==> config.mk <==
export PLATFORM = sky130hd
export DESIGN_NAME = aes256_keyexp
export DESIGN_NICKNAME = d
export VERILOG_FILES = /design/src/aes256_pkg.sv /design/src/aes256_keyexp.sv
export SDC_FILE = /design/constraint.sdc
export NUM_CORES = 2
export LEC_CHECK = 0
export BUFFER_PORTS_ARGS = -buffer_cell sky130_fd_sc_hd__buf_2
export CAP_MARGIN = 10
export CORE_AREA = 2 2 778 780
export DETAILED_ROUTE_END_ITERATION = 10
export DIE_AREA = 0 0 780 782
export PLACE_DENSITY = 0.3
export SLEW_MARGIN = 20
export SYNTH_ARGS = -nofsm -noshare
export SYNTH_HDL_FRONTEND = slang
export SYNTH_SLANG_ARGS = --single-unit
==> constraint.sdc <==
create_clock -name clk -period 92.8 [get_ports clk]
set_clock_uncertainty 0.1 [all_clocks]
set_input_delay 4.64 -clock clk [delete_from_list [all_inputs] [get_ports clk]]
set_output_delay 4.64 -clock clk [all_outputs]
set_load 0.03 [all_outputs]
==> src/aes256_pkg.sv <==
package aes256_pkg;

  localparam int ROUNDS    = 14;
  localparam int KEY_WORDS = 8;
  localparam int RK_WORDS  = 4 * (ROUNDS + 1);
  localparam int KEY_REGS  = 4;
  localparam int CFG_IDX_W = $clog2(KEY_REGS);
  localparam int RK_IDX_W  = $clog2(RK_WORDS);

  typedef logic [0:15][7:0]  state_t;
  typedef logic [127:0]      rkey_t;
  typedef logic [255:0][7:0] box_t;

  typedef struct packed {
    logic        action;
    logic [63:0] block_high;
    logic [63:0] block_low;
  } in_word_t;

  typedef struct packed {
    logic [63:0] result_high;
    logic [63:0] result_low;
  } out_word_t;

  function automatic logic [7:0] xtime(input logic [7:0] a);
    return {a[6:0], 1'b0} ^ (a[7] ? 8'h1b : 8'h00);
  endfunction

  function automatic logic [7:0] gmul(input logic [7:0] a, input logic [7:0] b);
    logic [7:0] p;
    logic [7:0] x;
    p = 8'h00;
    x = a;
    for (int i = 0; i < 8; i++) begin
      if (b[i]) begin
        p = p ^ x;
      end
      x = xtime(x);
    end
    return p;
  endfunction

  function automatic logic [7:0] rotl8(input logic [7:0] v, input int n);
    return 8'((v << n) | (v >> (8 - n)));
  endfunction

  function automatic box_t gen_box(input logic inverse);
    box_t       box;
    logic [7:0] x8;
    logic [7:0] acc;
    logic [7:0] base;
    logic [7:0] s;
    logic [7:0] e;
    box = '0;
    for (int x = 0; x < 256; x++) begin
      x8   = 8'(x);
      acc  = 8'h01;
      base = x8;
      e    = 8'd254;
      for (int k = 0; k < 8; k++) begin
        if (e[k]) begin
          acc = gmul(acc, base);
        end
        base = gmul(base, base);
      end
      if (x8 == 8'h00) begin
        acc = 8'h00;
      end
      s = acc ^ rotl8(acc, 1) ^ rotl8(acc, 2) ^ rotl8(acc, 3) ^ rotl8(acc, 4) ^ 8'h63;
      if (inverse) begin
        box[s] = x8;
      end else begin
        box[x8] = s;
      end
    end
    return box;
  endfunction

  localparam box_t FWD_BOX = gen_box(1'b0);
  localparam box_t INV_BOX = gen_box(1'b1);

  function automatic logic [31:0] sub_word(input logic [31:0] w);
    return {FWD_BOX[w[31:24]], FWD_BOX[w[23:16]], FWD_BOX[w[15:8]], FWD_BOX[w[7:0]]};
  endfunction

  function automatic state_t sub_state(input state_t s, input logic inverse);
    state_t o;
    for (int i = 0; i < 16; i++) begin
      o[i] = inverse ? INV_BOX[s[i]] : FWD_BOX[s[i]];
    end
    return o;
  endfunction

  function automatic state_t shift_state(input state_t s, input logic inverse);
    state_t o;
    for (int r = 0; r < 4; r++) begin
      for (int c = 0; c < 4; c++) begin
        if (inverse) begin
          o[r + 4 * ((c + r) % 4)] = s[r + 4 * c];
        end else begin
          o[r + 4 * c] = s[r + 4 * ((c + r) % 4)];
        end
      end
    end
    return o;
  endfunction

  function automatic logic [7:0] mix_coef(input int j, input logic inverse);
    logic [7:0] v;
    case (j)
      0:       v = inverse ? 8'd14 : 8'd2;
      1:       v = inverse ? 8'd11 : 8'd3;
      2:       v = inverse ? 8'd13 : 8'd1;
      default: v = inverse ? 8'd9  : 8'd1;
    endcase
    return v;
  endfunction

  function automatic state_t mix_state(input state_t s, input logic inverse);
    state_t     o;
    logic [7:0] v;
    for (int c = 0; c < 4; c++) begin
      for (int r = 0; r < 4; r++) begin
        v = 8'h00;
        for (int k = 0; k < 4; k++) begin
          v = v ^ gmul(mix_coef((k - r + 4) % 4, inverse), s[4 * c + k]);
        end
        o[4 * c + r] = v;
      end
    end
    return o;
  endfunction

endpackage

==> src/aes256_keyexp.sv <==
module aes256_keyexp (
  input  logic                                      clk,
  input  logic                                      rst_n,
  input  logic                                      cfg_we,
  input  logic [aes256_pkg::CFG_IDX_W-1:0]          cfg_idx,
  input  logic [63:0]                               cfg_data,
  output logic                                      key_ready,
  output logic [aes256_pkg::ROUNDS:0][127:0]        round_keys
);
  import aes256_pkg::*;

  logic [63:0]         key_r [KEY_REGS];
  logic [31:0]         rk_r  [RK_WORDS];
  logic [RK_IDX_W-1:0] cnt_r;
  logic                busy_r;
  logic [7:0]          rcon_r;
  logic [31:0]         word_nxt;
  logic [31:0]         tmp;
  logic [63:0]         kreg;

  always_comb begin
    kreg = key_r[cnt_r[2:1]];
    tmp  = rk_r[RK_WORDS-1];
    if (cnt_r[2:0] == 3'd0) begin
      tmp = sub_word({tmp[23:0], tmp[31:24]}) ^ {rcon_r, 24'h000000};
    end else if (cnt_r[2:0] == 3'd4) begin
      tmp = sub_word(tmp);
    end
    if (cnt_r < RK_IDX_W'(KEY_WORDS)) begin
      word_nxt = cnt_r[0] ? kreg[31:0] : kreg[63:32];
    end else begin
      word_nxt = rk_r[RK_WORDS-KEY_WORDS] ^ tmp;
    end
  end

  always_ff @(posedge clk) begin
    if (!rst_n) begin
      for (int i = 0; i < KEY_REGS; i++) begin
        key_r[i] <= '0;
      end
      busy_r <= 1'b1;
      cnt_r  <= '0;
      rcon_r <= 8'h01;
    end else if (cfg_we) begin
      key_r[cfg_idx] <= cfg_data;
      busy_r <= 1'b1;
      cnt_r  <= '0;
      rcon_r <= 8'h01;
    end else if (busy_r) begin
      cnt_r <= cnt_r + 1'b1;
      if (cnt_r == RK_IDX_W'(RK_WORDS - 1)) begin
        busy_r <= 1'b0;
      end
      if (cnt_r >= RK_IDX_W'(KEY_WORDS) && cnt_r[2:0] == 3'd0) begin
        rcon_r <= xtime(rcon_r);
      end
    end
  end

  // The key words move through a shift line; after a full pass word j sits at place j.
  always_ff @(posedge clk) begin
    if (busy_r && !cfg_we) begin
      for (int i = 0; i < RK_WORDS - 1; i++) begin
        rk_r[i] <= rk_r[i+1];
      end
      rk_r[RK_WORDS-1] <= word_nxt;
    end
  end

  always_comb begin
    for (int r = 0; r <= ROUNDS; r++) begin
      round_keys[r] = {rk_r[4*r], rk_r[4*r+1], rk_r[4*r+2], rk_r[4*r+3]};
    end
  end

  assign key_ready = !busy_r;

endmodule

==> metrics <==
pre-CTS setup slack=82.46 ns; Synth top cells by count=edfxtp_1 (2176), nand2_1 (239), and2_1 (226); half-perimeter wire length after placement=354.9 mm; Worst R2R Start=busy_r; Setup crit end kind=flop; slack of the critical path=83.57 ns; Synth Cell Area=0.08487 sq mm; clk_lat worst skew=0.98 ns; net count after synthesis=5163; # fillers=~65000; total power=2.676 mW; initial antenna violation count=86; #FFs+latches synth=approximately 2200; total of max-cap violations=0; drt pass-1 iters=6; Critical Path RT=93.23 ns; Die X=~800 um; dominant cells by area after synthesis=edfxtp_1 (77%), mux4_2 (2.8%), and2_1 (1.7%); final setup TNS=0 ns; Post-synth ARST share=0; clk sink count=2193; Slew Limit Fails=0; H-tree levels=5; worst path arrival time=just under 10 ns; largest net degree at the start of global routing=around 170; Area after DPL=between 0.1 and 0.15 sq mm; Worst Max-Slew Pin Slew=1.372 ns; RSZ-0062 raised after global routing=false; vias in the first global route=56552; global route overflow=0; dominant synthesized flop cell=edfxtp_1; nets=7217; P_sw=814.4 uW; most common cell in the synthesized netlist=edfxtp_1; layout cell share with drive strength beyond 1=0.3676; CTS Root Cell=clkbuf_16; IO Port Bufs=1989; outcome=finished, final reports clean; Syn. warnings=0; internal reg-to-reg setup slack=just under 90 ns; Reg clk slew, reported paths=0.06 ns; area delta synth->final=33.58%; vias per cell=between 3 and 4; synth unique cells=106; internal power=1.862 mW; Finished Core Util=0.1886; relative slew slack=0.07357; num rows=285; Crit Path Category=primary input to flop; clock group share of total power=0.407; worst reg-to-reg path cell count=8; WHS Path Cells=0; number of synthesized flops with an enable pin=~2200; hold-fix buffer count after cts=0; DRT antenna net count=0; area of the multi-input gates=0.01734 sq mm; syn avg cell area=16.87 sq um; Routed WL=462.0 mm; global-route wire length before repair=just under 600 mm; worst vdd ir=18.20 uV; CTS Buffer Depth=4; Max Freq=108.3 MHz; CTS tree=done; Post-Layout Inst Area=around 0.11 sq mm; initial core utilization=0.1412; post_cts resized=0; worst hold path type=flop to flop; initial drt markers=5618; GRT Overall Usage=0.1432; Leakage=approximately 41 nW; final setup vio count=0; final hold vios=0; Tmin final=around 9.2 ns; crit path max-delay cell type=buf_4; CTS buffer count=282; area of the die=0.6100 sq mm; die height=slightly below 800 um; Yosys top cell by area=edfxtp_1; I/O pin count=1990; Largest stage delay, worst path=roughly 0.87 ns; hold path endpoint=rk_r[18][15]; Logic pwr share=0.141; Seq pwr share=0.452; GPL Wtd Cong=0.9065; core footprint=0.6012 sq mm; crit start category=primary input; Hold Startpoint=rk_r[19][15]; drt wl/cell=30.08 um; switching share of power=0.3043; vias=around 57000; Power Density=23.61 mW/mm^2; Mapped Cells=5032; DRC violations left=0; worst path cell trace=buf_2 > nor2_4 > buf_4 > buf_4 > buf_4 > buf_4 > buf_4 > buf_4; # Post-CTS Setup Buffers=0; sequential cell area=0.06569 sq mm; CP Max Fanout=80; Yosys top cell area share=0.7699; CP most frequent cell=buf_4; worst r2r dst=rk_r[47][15]; Seq/Total Area, Yosys=0.7739; final clock period utilization by the worst path=0.09950
[worst max-delay path by stage]
stage                        end    from  depth (start not counted)  slack, ns
finish              rk_r[47][15]  cfg_we                          8      83.57
floorplan             rk_r[0][0]  cfg_we                          2       4.33
detailed placement   rk_r[26][8]  cfg_we                          8      82.46
global route        rk_r[46][20]  cfg_we                          8      83.26
global placement    rk_r[30][16]  cfg_we                          8      82.58
CTS                 rk_r[46][13]  cfg_we                          8      83.51
[metal layers]
layer	GRT usage	up-vias	wire length [um]
li1	-	24011	-
met1	0.1660	30333	176400
met2	0.2637	2485	241200
met3	0.03401	471	31180
met4	0.03566	32	12920
met5	0	-	200
[power by group through the flow]
| stage | clock network (mW) | logic [mW] | registers (mW) |
|---|---|---|---|
| finish | 1.09 | 0.378 | 1.21 |
| global route | 1.17 | 0.393 | 1.22 |
| CTS | 1.14 | 0.382 | 1.21 |
| detailed placement | 0 | 0.381 | 1.23 |
| global placement | 0 | 0.385 | 1.23 |
| floorplan | 0 | 0.127 | 1.41 |
[area by class of cell]
cell class,instances,share of cell area
Timing Repair Buffer,2116,0.09705
Multi-Input combinational cell,2442,0.1530
Sequential cell,2193,0.5794
Inverter,51,0.001689
Tap cell,8036,0.08869
Clock buffer,351,0.06462
Clock inverter,146,0.01496
Antenna cell,26,0.0005739
[cell usage in the layout (no fill, tap or decap), types with 100 or more instances in the layout]
| cell type | n |
|---|---|
| a21oi_1 | 168 |
| and2_1 | 226 |
| and3_1 | 100 |
| buf_2 | 1988 |
| buf_4 | 120 |
| clkbuf_16 | 282 |
| edfxtp_1 | 2176 |
| mux4_2 | 107 |
| nand2_1 | 238 |
| nor2_1 | 178 |
| nor3_1 | 110 |
| o21ai_0 | 178 |
[critical path: cells and delay by family]
family	cells	cell delay, ns
and+or+nand+nor	1	0.09
buffers and inverters	7	4.52
[registers in the layout, summed over array words and instances, names as in the netlist, named ones only]
register	flops
key_r	256
rcon_r	8
rk_r	1920
cnt_r	6
busy_r	1
[cells by family after synthesis]
group / synth area share
xor gates and xnor gates: 0.004644
DFF: 0.7739
AOI/OAI and AO/OA: 0.07627
muxes: 0.03445
adders and majority gates: 0.009141
buffers and inverters: 0.02228
and+or+nand+nor: 0.07927
[stage by stage]
stage	cells	hold WS, ns
2_1_floorplan	5032	0.3570
3_3_place_gp	14838	0.3255
3_5_place_dp	14838	0.3257
4_1_cts	15335	0.2691
5_1_grt	15337	0.2795
6_report	15361	0.2814
(Power assumes the default switching activity.)
